**src/hw/rtl/rcw_pkg.sv**
```systemverilog
// ----------------------------------------------------------------------------
// rcw_pkg: shared types and constants of the reorder commit window
// Holds the transaction structs, the result kinds and the window sizing.
// ----------------------------------------------------------------------------
package rcw_pkg;

	localparam int WINDOW = 32;
	localparam int SLOT_W = $clog2(WINDOW);

	localparam int QDEPTH = 2;
	localparam int QPTR_W = $clog2(QDEPTH);
	localparam int QCNT_W = $clog2(QDEPTH + 1);

	typedef enum logic [1:0] {
		KIND_RETIRED = 2'd0,
		KIND_NOPROG  = 2'd1,
		KIND_REJECT  = 2'd2
	} kind_t;

	typedef struct packed {
		logic [31:0] frame_seq;
		logic        is_match;
	} in_t;

	typedef struct packed {
		kind_t       kind;
		logic [31:0] out_seq;
		logic        out_match;
		logic [31:0] match_total;
		logic [31:0] committed_head;
		logic        last;
	} out_t;

	// Head of the input queue as seen by the back end.
	typedef struct packed {
		logic valid;
		in_t  item;
	} rcw_q_t;

endpackage

```
**src/hw/rtl/reorder_commit_window.sv**
```systemverilog
// ----------------------------------------------------------------------------
// reorder_commit_window: in-order commit of out-of-order filter results
// Holds per-frame results in a window past the committed head and retires
// them strictly in sequence order, with a running count of matched frames.
// ----------------------------------------------------------------------------
//
//   channel  | direction | handshake                   | payload
//   ---------+-----------+-----------------------------+-----------------------
//   item     | in        | item_valid / item_stall     | frame_seq, is_match
//   result   | out       | result_valid / result_stall | kind .. last
//
// A transaction that is rejected or makes no progress is answered by the back
// end as it leaves the queue; one that completes a run is inserted and then
// retires its entries one by one, a run holding up to 32 entries. A single
// shared retire step serves the whole window, and the back end takes no new
// transaction from the queue until the run is through.
// Reset (arst_n low) empties the queue and the window and clears the head and
// the match count at once; no clearing pass follows.
// The input side takes new transactions while the two-entry queue has room,
// even while a result waits on a stalled output register.
//
module reorder_commit_window import rcw_pkg::*; (
	input  logic clk,
	input  logic arst_n,
	input  logic item_valid,
	output logic item_stall,
	input  in_t  item,
	output logic result_valid,
	input  logic result_stall,
	output out_t result
);

	// The queue head travels to the back end as one struct; the back end
	// pops it as it classifies the transaction and, unless rejected, inserts it.
	rcw_q_t q;
	logic   q_pop;

	// Front end: accepts input transactions and buffers them.
	rcw_front u_front (
		.clk        (clk),
		.arst_n     (arst_n),
		.item_valid (item_valid),
		.item_stall (item_stall),
		.item       (item),
		.q          (q),
		.q_pop      (q_pop)
	);

	// Back end: owns the window, the head and the match count, and drives
	// the registered result port.
	rcw_back u_back (
		.clk          (clk),
		.arst_n       (arst_n),
		.q            (q),
		.q_pop        (q_pop),
		.result_valid (result_valid),
		.result_stall (result_stall),
		.result       (result)
	);

endmodule

```
**src/hw/rtl/rcw_front.sv**
```systemverilog
// ----------------------------------------------------------------------------
// rcw_front: input side of the reorder commit window
// Accepts input transactions into a short queue that decouples the window.
// ----------------------------------------------------------------------------
module rcw_front import rcw_pkg::*; (
	input  logic   clk,
	input  logic   arst_n,
	input  logic   item_valid,
	output logic   item_stall,
	input  in_t    item,
	output rcw_q_t q,
	input  logic   q_pop
);

	logic [QPTR_W-1:0] wr_ptr_q;
	logic [QPTR_W-1:0] rd_ptr_q;
	logic [QCNT_W-1:0] count_q;
	in_t               buf_q [QDEPTH];
	logic              push;
	logic              pop;

	assign item_stall = (count_q == QCNT_W'(QDEPTH));
	assign push       = item_valid && !item_stall;
	assign q.valid    = (count_q != '0);
	assign q.item     = buf_q[rd_ptr_q];
	assign pop        = q_pop && q.valid;

	function automatic logic [QPTR_W-1:0] ptr_next(input logic [QPTR_W-1:0] p);
		logic [QPTR_W-1:0] n;
		if (p == QPTR_W'(QDEPTH - 1)) begin
			n = '0;
		end else begin
			n = p + QPTR_W'(1);
		end
		return n;
	endfunction

	always_ff @(posedge clk) begin
		if (push) begin
			buf_q[wr_ptr_q] <= item;
		end
	end

	always_ff @(posedge clk or negedge arst_n) begin
		if (!arst_n) begin
			wr_ptr_q <= '0;
			rd_ptr_q <= '0;
			count_q  <= '0;
		end else begin
			if (push) begin
				wr_ptr_q <= ptr_next(wr_ptr_q);
			end
			if (pop) begin
				rd_ptr_q <= ptr_next(rd_ptr_q);
			end
			if (push && !pop) begin
				count_q <= count_q + QCNT_W'(1);
			end else if (pop && !push) begin
				count_q <= count_q - QCNT_W'(1);
			end
		end
	end

endmodule

```
**src/hw/rtl/rcw_back.sv**
```systemverilog
// ----------------------------------------------------------------------------
// rcw_back: window and in-order retire engine
// Classifies each queued transaction against the head, inserts the accepted
// ones into the window, retires the unbroken run one entry per unstalled cycle.
// ----------------------------------------------------------------------------
module rcw_back import rcw_pkg::*; (
	input  logic   clk,
	input  logic   arst_n,
	input  rcw_q_t q,
	output logic   q_pop,
	output logic   result_valid,
	input  logic   result_stall,
	output out_t   result
);

	typedef enum logic [1:0] {
		ST_IDLE  = 2'b01,
		ST_DRAIN = 2'b10
	} state_t;

	state_t            state_q;
	state_t            state_d;
	logic [WINDOW-1:0] valid_q;
	logic [WINDOW-1:0] match_q;
	logic [31:0]       head_q;
	logic [31:0]       count_q;
	logic              res_valid_q;
	out_t              res_q;

	logic              out_free;
	logic [31:0]       seq_gap;
	logic [31:0]       seq_gap_m1;
	logic [SLOT_W-1:0] idx;
	logic              reject;
	logic              do_insert;
	logic              new_v0;
	logic              retire;
	logic              run_last;
	logic [31:0]       head_inc;
	logic [31:0]       count_inc;
	logic              load;
	out_t              res_d;

	assign out_free     = !res_valid_q || !result_stall;
	assign result_valid = res_valid_q;
	assign result       = res_q;

	assign seq_gap    = q.item.frame_seq - head_q;
	assign seq_gap_m1 = seq_gap - 32'd1;
	assign idx        = seq_gap_m1[SLOT_W-1:0];
	assign reject     = (seq_gap == 32'd0) || (seq_gap > 32'(WINDOW));
	assign new_v0     = valid_q[0] || (idx == '0);

	assign q_pop     = (state_q == ST_IDLE) && q.valid && out_free;
	assign do_insert = q_pop && !reject;
	assign retire    = (state_q == ST_DRAIN) && out_free;
	assign run_last  = !valid_q[1];
	assign head_inc  = head_q + 32'd1;
	assign count_inc = count_q + {31'd0, match_q[0]};

	always_comb begin
		state_d = state_q;
		load    = 1'b0;
		res_d   = res_q;
		unique case (state_q)
			ST_IDLE: begin
				if (q_pop) begin
					if (reject) begin
						load  = 1'b1;
						res_d = '{KIND_REJECT, q.item.frame_seq, 1'b0, count_q, head_q, 1'b1};
					end else if (new_v0) begin
						state_d = ST_DRAIN;
					end else begin
						load  = 1'b1;
						res_d = '{KIND_NOPROG, q.item.frame_seq, 1'b0, count_q, head_q, 1'b1};
					end
				end
			end
			ST_DRAIN: begin
				if (retire) begin
					load  = 1'b1;
					res_d = '{KIND_RETIRED, head_inc, match_q[0], count_inc, head_inc, run_last};
					if (run_last) begin
						state_d = ST_IDLE;
					end
				end
			end
			default: begin
				state_d = ST_IDLE;
			end
		endcase
	end

	always_ff @(posedge clk) begin
		if (out_free && load) begin
			res_q <= res_d;
		end
	end

	always_ff @(posedge clk or negedge arst_n) begin
		if (!arst_n) begin
			state_q     <= ST_IDLE;
			valid_q     <= '0;
			match_q     <= '0;
			head_q      <= '0;
			count_q     <= '0;
			res_valid_q <= 1'b0;
		end else begin
			state_q <= state_d;
			if (out_free) begin
				res_valid_q <= load;
			end
			if (do_insert && !valid_q[idx]) begin
				valid_q[idx] <= 1'b1;
				match_q[idx] <= q.item.is_match;
			end
			if (retire) begin
				valid_q <= {1'b0, valid_q[WINDOW-1:1]};
				match_q <= {1'b0, match_q[WINDOW-1:1]};
				head_q  <= head_inc;
				count_q <= count_inc;
			end
		end
	end

endmodule

```
**config.mk**
```make
export PLATFORM = sky130hd
export DESIGN_NAME = reorder_commit_window
export DESIGN_NICKNAME = d
export VERILOG_FILES = /design/src/hw/rtl/rcw_pkg.sv /design/src/hw/rtl/reorder_commit_window.sv /design/src/hw/rtl/rcw_front.sv /design/src/hw/rtl/rcw_back.sv
export SDC_FILE = /design/constraint.sdc
export NUM_CORES = 1
export LEC_CHECK = 0
export ABC_AREA = 1
export BUFFER_PORTS_ARGS = -buffer_cell sky130_fd_sc_hd__buf_4
export CAP_MARGIN = 0
export CORE_ASPECT_RATIO = 1.4
export CORE_MARGIN = 4
export CORE_UTILIZATION = 55
export CTS_BUF_LIST = sky130_fd_sc_hd__clkbuf_2
export DETAILED_ROUTE_END_ITERATION = 8
export GPL_TIMING_DRIVEN = 0
export PLACE_DENSITY = 0.74
export SYNTH_ARGS = -nofsm -noshare
export SYNTH_HDL_FRONTEND = slang
export SYNTH_SLANG_ARGS = --single-unit
```
**constraint.sdc**
```tcl
create_clock -name clk -period 18.1 [get_ports clk]
set_input_delay 3.62 -clock clk [delete_from_list [all_inputs] [get_ports clk]]
set_output_delay 3.62 -clock clk [all_outputs]
set_load 0.1 [all_outputs]
```
==> load_flow_metrics.sql, run 1 <==
INSERT INTO impl_metrics (metric_group, metric, value, unit) VALUES
('clock_tree', 'clock_latency', '0.91', 'ns'),
('drt', 'antenna_violating_nets_post_route', '0', ''),
('worst_setup_path', 'cp_slowest_cell', 'sky130_fd_sc_hd__nor3_1', ''),
('drt', 'detailroute.via_count', '15300', ''),
('place', 'detailed_place_hpwl', '39.3', 'mm'),
('floorplan', 'die_width', '157', 'µm'),
('finish', 'final_design_area_no_fill', '19400', 'µm²'),
('sta', 'holdWs', '0.476', 'ns'),
('sta', 'rsz_0062_raised_after_global_routing', 'no', ''),
('global_routing', 'grt_antenna_before_repair', '2', ''),
('sta', 'final-setup-viol-count', '0', ''),
('worst_setup_path', 'required', '18.61', 'ns'),
('worst_setup_path', 'cell_chain_critical_path', 'buf_4 > nand2_1 > clkinv_1 > nor3_1 > nand2_1 > nand2_1 > nand2_1 > nor2_4 > buf_16 > buf_12', ''),
('place', 'port-buffer-count', '138', ''),
('finish', 'nets', '2408', ''),
('logic_synthesis', 'synthMostInstantiatedCell', 'sky130_fd_sc_hd__nand2_1', ''),
('worst_setup_path', 'critical_path.reg2reg.endpoint', 'u_back.result[88]$_DFFE_PP_', ''),
('sta', 'maxClockFrequency', '157', 'MHz'),
('logic_synthesis', 'ys_dominant_reg_cell', 'sky130_fd_sc_hd__edfxtp_1', ''),
('clock_tree', 'tritoncts.num_buffers', '72', ''),
('sta', 'worst_pin_slew', '1.23', 'ns'),
('global_routing', 'gr-total-overflow', '0', ''),
('drt', 'detailedRoute.firstPassIterationCount', '5', ''),
('global_routing', 'grt_pass1_wl', '80.3', 'mm'),
('logic_synthesis', 'number_of_enable_flip_flop_cells_after_synthesis', '166', ''),
('outcome', 'run_status', 'completed', ''),
('sta', 'final-hold-violation-count', '0', ''),
('worst_setup_path', 'timing.critical_path.from_type', 'primary input', ''),
('logic_synthesis', 'top_post_synthesis_cells_by_count', '680 x sky130_fd_sc_hd__nand2_1, 259 x sky130_fd_sc_hd__inv_1, 222 x sky130_fd_sc_hd__o21ai_0', ''),
('worst_setup_path', 'cp_top_family', 'simple AND/OR/NAND/NOR gates', ''),
('power_and_ir_drop', 'total_leakage_power', '9.18', 'nW'),
('logic_synthesis', 'postSynthRegisterBits', '301', ''),
('sta', 'slew_headroom', '0.173', ''),
('finish', 'final_layout_size_suffix_gt1_frac', '0.146', ''),
('clock_tree', 'postCtsSetupRepairBufs', '0', ''),
('logic_synthesis', 'post_synthesis_sequential_area_ratio', '0.490', ''),
('worst_hold_path', 'hold_path_class', 'reg -> reg', ''),
('clock_tree', 'cts.sink_count', '301', ''),
('place', 'postPlaceCellArea', '18800', 'µm²'),
('sta', 'period_share', '0.351', ''),
('worst_setup_path', 'timing.critical_path.fanout_max', '37', ''),
('worst_hold_path', 'hold_path_origin', 'u_back.match_q[11]$_DFFE_PN0P_', ''),
('clock_tree', 'tritoncts', 'yes', ''),
('logic_synthesis', 'synth.net_count', '2190', ''),
('floorplan', 'boundaryPins', '139', ''),
('worst_hold_path', 'min_path_cells', '2', ''),
('logic_synthesis', 'netlist.top_cell.by_area', 'sky130_fd_sc_hd__edfxtp_1', ''),
('worst_setup_path', 'setup.reg_to_reg.worst_slack', '11.92', 'ns'),
('power_and_ir_drop', 'clockPowerShare', '0.149', ''),
('drt', 'detail_route.wl_per_cell', '18.5', 'µm'),
('floorplan', 'die_y', '217', 'µm'),
('place', 'gp_congestion', '1.01', ''),
('clock_tree', 'cts_max_level', '3', ''),
('flow_run', 'max_cap_violations', '0', ''),
('finish', 'fillCellCount', '2722', ''),
('clock_tree', 'cts_resized', '0', ''),
('power_and_ir_drop', 'power_frac_seq', '0.302', ''),
('floorplan', 'fp.dieArea', '34000', 'µm²'),
('clock_tree', 'post_cts_hold_buffer_count', '0', ''),
('worst_setup_path', 'critical_path_max_stage_delay', '1.11', 'ns'),
('logic_synthesis', 'mean_instance_size_in_the_synthesized_netlist', '8.10', 'µm²'),
('sta', 'clock-skew-final', '0.0992', 'ns'),
('worst_setup_path', 'worst-r2r-cell-count', '23', ''),
('worst_hold_path', 'worst_hold_path.endpoint', 'u_back.match_q[11]$_DFFE_PN0P_', ''),
('worst_setup_path', 'path_buf_inv', '4', ''),
('power_and_ir_drop', 'internal_power_consumption', '1.45', 'mW'),
('drt', 'drtIter0Drc', '983', ''),
('power_and_ir_drop', 'p_sw', '1.59', 'mW'),
('power_and_ir_drop', 'switching_share', '0.524', ''),
('floorplan', 'initial_utilization', '0.556', ''),
('worst_setup_path', 'setup.worst_path.class', 'in -> reg', '');
## logic make-up after synthesis
family          after synthesis  synth area share
compound gates              336             0.101
xor+xnor                     68            0.0357
fa+ha+maj                    43            0.0319
buf+inv                     349            0.0810
flops                       301             0.490
mux                          33            0.0216
simple gates                980             0.239
## registers in the layout (all words and copies together), names as in the netlist
signal	cells
u_back.count_q	32
u_front.rd_ptr_q	1
u_back.result	100
u_back.match_q	32
u_front.count_q	2
u_back.head_q	32
u_front.buf_q	66
u_back.valid_q	32
u_back.result_valid	1
u_back.state_q	2
u_front.wr_ptr_q	1
## per-layer routing
metal	global-route usage	routed length, µm
met1	0.337	19000
met4	0.162	2820
met2	0.545	26600
met5	0	0
met3	0.0437	3040
## per-stage QoR
step            util  instances
4_1_cts        0.633       2772
2_1_floorplan      -       2110
3_3_place_gp   0.606       2638
5_1_grt        0.633       2774
3_5_place_dp   0.611       2644
6_report       0.633       2774
## layout make-up
class | count | area, µm² | area share
Sequential cell | 301 | 8360 | 0.430
Multi-Input combinational cell | 1460 | 7360 | 0.379
Timing Repair Buffer | 144 | 1190 | 0.0612
Inverter | 278 | 1040 | 0.0537
Clock buffer | 111 | 556 | 0.0286
Tap cell | 390 | 488 | 0.0251
Buffer | 71 | 340 | 0.0175
Clock inverter | 17 | 91.3 | 0.00470
Antenna cell | 2 | 5.00 | 0.000258
## cells in the final DEF (no fill, tap or decap), drive strengths merged, types with 3 or more instances in the layout
cell type | netlist | layout
dfrtp | 134 | 134
edfxtp | 166 | 166
nor3 | 29 | 29
nand4 | 20 | 20
o21a | 3 | 3
nor4 | 8 | 8
nand3b | 9 | 9
or2 | 3 | 3
o22ai | 18 | 18
buf | 19 | 163
nand2 | 681 | 681
xnor2 | 7 | 7
xor2 | 61 | 61
clkinv | 2 | 16
o21bai | 3 | 3
nor2 | 119 | 119
a21oi | 51 | 51
ha | 42 | 42
nand3 | 107 | 107
clkbuf | 52 | 163
mux2 | 31 | 31
inv | 276 | 278
o21ai | 257 | 257
## power groups by stage
stage | clock [mW] | combinational, mW | sequential (mW)
final | 0.454 | 1.67 | 0.919
after global routing | 0.498 | 1.78 | 0.928
after CTS | 0.463 | 1.66 | 0.920
after detailed placement | 0 | 1.65 | 0.934
after global placement | 0 | 1.60 | 0.957
after floorplan | 0 | 0.664 | 1.51
## worst max-delay path by stage
stage	startpoint	endpoint	slack (ns)
final	result_stall	u_back.result[88]$_DFFE_PP_	11.74
after global routing	u_front.rd_ptr_q$_DFFE_PN0P_	u_back.result[88]$_DFFE_PP_	11.69
after CTS	result_stall	u_back.result[88]$_DFFE_PP_	11.84
after detailed placement	result_stall	u_back.result[74]$_DFFE_PP_	10.95
after global placement	result_stall	u_back.result[74]$_DFFE_PP_	5.86
after floorplan	result_stall	u_back.result[0]$_SDFFCE_PN1P_	8.62
## worst reg2reg max path, stage by stage (launching register included)
cell,delay [ns]
sky130_fd_sc_hd__dfrtp_1,0.35
sky130_fd_sc_hd__clkbuf_1,0.60
sky130_fd_sc_hd__buf_1,0.54
sky130_fd_sc_hd__mux2i_1,0.36
sky130_fd_sc_hd__ha_1,0.20
sky130_fd_sc_hd__inv_1,0.08
sky130_fd_sc_hd__fa_1,0.56
sky130_fd_sc_hd__inv_1,0.11
sky130_fd_sc_hd__ha_1,0.31
sky130_fd_sc_hd__inv_1,0.27
sky130_fd_sc_hd__or2_1,0.15
sky130_fd_sc_hd__nand2_1,0.11
sky130_fd_sc_hd__buf_4,0.21
sky130_fd_sc_hd__inv_1,0.16
sky130_fd_sc_hd__nor2_1,0.10
sky130_fd_sc_hd__nand2_1,0.14
sky130_fd_sc_hd__nand2_1,0.09
sky130_fd_sc_hd__nand3_1,0.11
sky130_fd_sc_hd__nand2_1,0.06
sky130_fd_sc_hd__nand2_1,0.10
sky130_fd_sc_hd__nand2_1,0.15
sky130_fd_sc_hd__nor2_4,0.51
sky130_fd_sc_hd__buf_16,0.25
sky130_fd_sc_hd__buf_12,0.25
Note: power is estimated with default switching activity, not from simulation.
==> run 2: changes to the inputs <==
- ABC_AREA: 1 -> 0
- PLACE_DENSITY: 0.74 -> 0.77
- clock period: 18.1 -> 5.4 ns (I/O delays scaled with it)
==> run 2 against run 1 <==
- sequential share of layout area is 1.1 points higher
- global-route usage fell by 2.4 points
- worst setup slack got worse by 12 ns
- cell count decreased by 18%
- via count fell by 12%
- critical path depth rose by 6
- critical endpoint is now u_back.result[20]$_DFFE_PP_
==> load_flow_metrics.sql, run 2 <==
INSERT INTO impl_metrics (metric_group, metric, value, unit) VALUES
('outcome', 'run_status', 'completed', ''),
('clock_tree', 'tritoncts.num_buffers', '72', ''),
('floorplan', 'boundaryPins', '139', ''),
('place', 'postPlaceCellArea', '18100', 'µm²'),
('worst_setup_path', 'timing.critical_path.fanout_max', '28', ''),
('logic_synthesis', 'synth-warning-count', '0', ''),
('floorplan', 'initial_utilization', '0.559', ''),
('clock_tree', 'cts-root-buf', 'sky130_fd_sc_hd__clkbuf_2', ''),
('place', 'port-buffer-count', '138', ''),
('drt', 'vias_per_instance', '5.94', ''),
('worst_setup_path', 'timing.critical_path.from_type', 'flop', ''),
('global_routing', 'grt_pass1_wl', '72.1', 'mm'),
('worst_setup_path', 'cell_chain_critical_path', 'clkbuf_4 > buf_4 > mux2_2 > ha_1 > clkbuf_1 > a21oi_2 > o21ai_1 > a222oi_1 > nand4_1 > a2111oi_2 > o2111ai_1 > or4b_4 > or2_2 > o31ai_4 > a21oi_4 > buf_12', ''),
('place', 'gp_congestion', '0.982', ''),
('logic_synthesis', 'post_synthesis_sequential_area_ratio', '0.510', ''),
('sta', 'worst_pin_slew', '1.28', 'ns'),
('worst_setup_path', 'required', '6.05', 'ns'),
('finish', 'mostFrequentLayoutCell', 'sky130_fd_sc_hd__nand2_1', ''),
('logic_synthesis', 'post_synth_num_cell_types', '80', ''),
('logic_synthesis', 'mean_instance_size_in_the_synthesized_netlist', '10.2', 'µm²'),
('place', 'detailed_place_hpwl', '33.4', 'mm'),
('clock_tree', 'clock_latency', '0.97', 'ns'),
('finish', 'nets', '1901', ''),
('worst_hold_path', 'hold_path_class', 'in -> async', ''),
('drt', 'detail_route.wl_per_cell', '20.1', 'µm'),
('global_routing', 'grt_util_all_layers', '0.278', ''),
('logic_synthesis', 'synth_area_leaders', 'sky130_fd_sc_hd__edfxtp_1 30%, sky130_fd_sc_hd__dfrtp_1 20%, sky130_fd_sc_hd__xnor2_1 7.7%', ''),
('clock_tree', 'tritoncts', 'yes', ''),
('logic_synthesis', 'synthMostInstantiatedCell', 'sky130_fd_sc_hd__nand2_1', ''),
('logic_synthesis', 'syn-instance-count', '1606', ''),
('logic_synthesis', 'synth.net_count', '1686', ''),
('power_and_ir_drop', 'ir_worst_vdd', '427', 'µV'),
('drt', 'detailedRoute.firstPassIterationCount', '5', ''),
('clock_tree', 'path_clk_slew', '0.11', 'ns'),
('sta', 'clock-skew-final', '0.0800', 'ns'),
('clock_tree', 'post_cts_hold_buffer_count', '0', ''),
('worst_setup_path', 'cp-end-kind', 'flop', ''),
('floorplan', 'core_area', '29400', 'µm²'),
('clock_tree', 'cts_max_path_buffers', '3', ''),
('sta', 'report.final.slew_viol_count', '0', ''),
('worst_setup_path', 'setup.worst_path.class', 'reg -> reg', ''),
('sta', 'period_minus_slack', '5.17', 'ns'),
('logic_synthesis', 'syn_area', '16400', 'µm²'),
('logic_synthesis', 'postSynthRegisterBits', '301', ''),
('logic_synthesis', 'top_post_synthesis_cells_by_count', '199 x sky130_fd_sc_hd__nand2_1, 166 x sky130_fd_sc_hd__edfxtp_1, 152 x sky130_fd_sc_hd__nor2_1', ''),
('floorplan', 'die_y', '212', 'µm'),
('sta', 'period_share', '0.958', ''),
('power_and_ir_drop', 'power', '10.3', 'mW'),
('finish', 'largest_register_ff_count', '100', ''),
('power_and_ir_drop', 'power.density_cell_area', '545', 'nW/µm²'),
('sta', 'holdWs', '0.109', 'ns'),
('logic_synthesis', 'number_of_enable_flip_flop_cells_after_synthesis', '166', ''),
('worst_setup_path', 'worst-endpoint-arrival', '5.82', 'ns'),
('floorplan', 'die_width', '154', 'µm'),
('sta', 'slew_headroom', '0.142', ''),
('finish', 'final_design_area_no_fill', '18900', 'µm²'),
('global_routing', 'gr-total-overflow', '0', ''),
('logic_synthesis', 'synth_top_area_frac', '0.304', ''),
('worst_setup_path', 'critical_path_max_stage_delay', '0.58', 'ns'),
('drt', 'antenna_violating_nets_post_route', '0', ''),
('finish', 'area_growth_synth_to_finish', '15.4', '%'),
('sta', 'setup_tns', '0', 'ns'),
('sta', 'final-hold-violation-count', '0', ''),
('clock_tree', 'cts_max_level', '3', ''),
('logic_synthesis', 'ys_dominant_reg_cell', 'sky130_fd_sc_hd__edfxtp_1', ''),
('logic_synthesis', 'synthArstFlopShare', '0.449', ''),
('floorplan', 'num_rows', '74', ''),
('global_routing', 'pin_count_of_the_biggest_net_entering_global_routing', '75', ''),
('drt', 'drtIter0Drc', '1079', ''),
('finish', 'final_layout_size_suffix_gt1_frac', '0.206', ''),
('drt', 'detail_route.wirelength', '45.5', 'mm'),
('drt', 'detailroute.via_count', '13400', ''),
('clock_tree', 'cts.sink_count', '301', ''),
('sta', 'final-setup-viol-count', '0', ''),
('sta', 'rsz_0062_raised_after_global_routing', 'no', ''),
('global_routing', 'number_of_global_route_vias_before_repair', '13500', ''),
('global_routing', 'grt_antenna_before_repair', '1', ''),
('worst_setup_path', 'cp_slowest_cell', 'sky130_fd_sc_hd__or4b_4', ''),
('power_and_ir_drop', 'total_leakage_power', '7.69', 'nW'),
('logic_synthesis', 'netlist.top_cell.by_area', 'sky130_fd_sc_hd__edfxtp_1', ''),
('floorplan', 'fp.dieArea', '32700', 'µm²'),
('sta', 'maxClockFrequency', '193', 'MHz'),
('finish', 'layout_common_cells', '199 x sky130_fd_sc_hd__nand2_1, 166 x sky130_fd_sc_hd__edfxtp_1, 151 x sky130_fd_sc_hd__nor2_1', ''),
('drt', 'drc', '0', ''),
('flow_run', 'max_cap_violations', '0', '');
[run 2: worst paths after layout]
path | slack [ns] | startpoint | to | depth (start not counted)
hold reg to reg | 0.47 | u_back.match_q[29]$_DFFE_PN0P_ | u_back.match_q[28]$_DFFE_PN0P_ | 2
setup reg to reg | 0.23 | u_front.rd_ptr_q$_DFFE_PN0P_ | u_back.result[20]$_DFFE_PP_ | 16
hold / removal | 0.11 | arst_n | u_back.match_q[9]$_DFFE_PN0P_ | 1
max in group asynchronous | 4.43 | arst_n | u_back.head_q[19]$_DFFE_PN0P_ | 2
setup / recovery | 0.23 | u_front.rd_ptr_q$_DFFE_PN0P_ | u_back.result[20]$_DFFE_PP_ | 16
min in group clk | 0.32 | item[17] | u_front.buf_q[0][17]$_DFFE_PP_ | 1
[run 2: final cells by class]
type                       count  area [µm²]
fill                        2375       10400
sequential                   301        8360
clock inverter                23         173
multi-input combinational   1155        7570
clock buffer                 110         551
antenna                        2        5.00
inverter                      50         188
buffer                        94         412
tap                          380         475
timing repair buffer         147        1200
[run 2: per-layer routing]
| metal | up-vias | GRT usage | share of wire |
|---|---|---|---|
| met5 | - | 0 | 0 |
| met3 | 159 | 0.0519 | 0.056 |
| met4 | 0 | 0.153 | 0.051 |
| met1 | 6506 | 0.326 | 0.38 |
| met2 | 503 | 0.481 | 0.51 |
| li1 | 6257 | - | - |
[run 2: through the flow]
stage | cells | util | setup slack (ns)
final | 2262 | 0.645 | 0.228
after global routing | 2261 | 0.645 | 0.0221
after CTS | 2261 | 0.642 | 0.0338
after detailed placement | 2130 | 0.616 | -0.518
after global placement | 2124 | 0.611 | -1.49
after floorplan | 1606 | - | 0.0566
[run 2: power breakdown]
| group | switching [mW] | internal, mW |
|---|---|---|
| logic | 4.24 | 1.36 |
| registers | 0.132 | 2.98 |
| clock network | 0.920 | 0.687 |
| total | 5.30 | 5.02 |
[run 2: what timing repair did]
action	CTS	global route
endpoints found under the setup margin	165	162
setup buffers	0	3
pin swaps	1	2
gates resized for setup	13	17
[run 2: critical path: cells and delay by family, from the launching register on]
family / cells / cell delay, ns
simple gates: 3 / 1.12
buf+inv: 4 / 0.95
flops: 1 / 0.33
fa+ha+maj: 1 / 0.27
compound gates: 7 / 1.84
mux: 1 / 0.38
[run 2: cell families after synthesis]
| group | Yosys count | share of synthesized area |
|---|---|---|
| simple gates | 586 | 0.167 |
| flops | 301 | 0.510 |
| compound gates | 294 | 0.116 |
| xor+xnor | 173 | 0.0928 |
| buf+inv | 150 | 0.0366 |
| mux | 59 | 0.0450 |
| fa+ha+maj | 43 | 0.0332 |
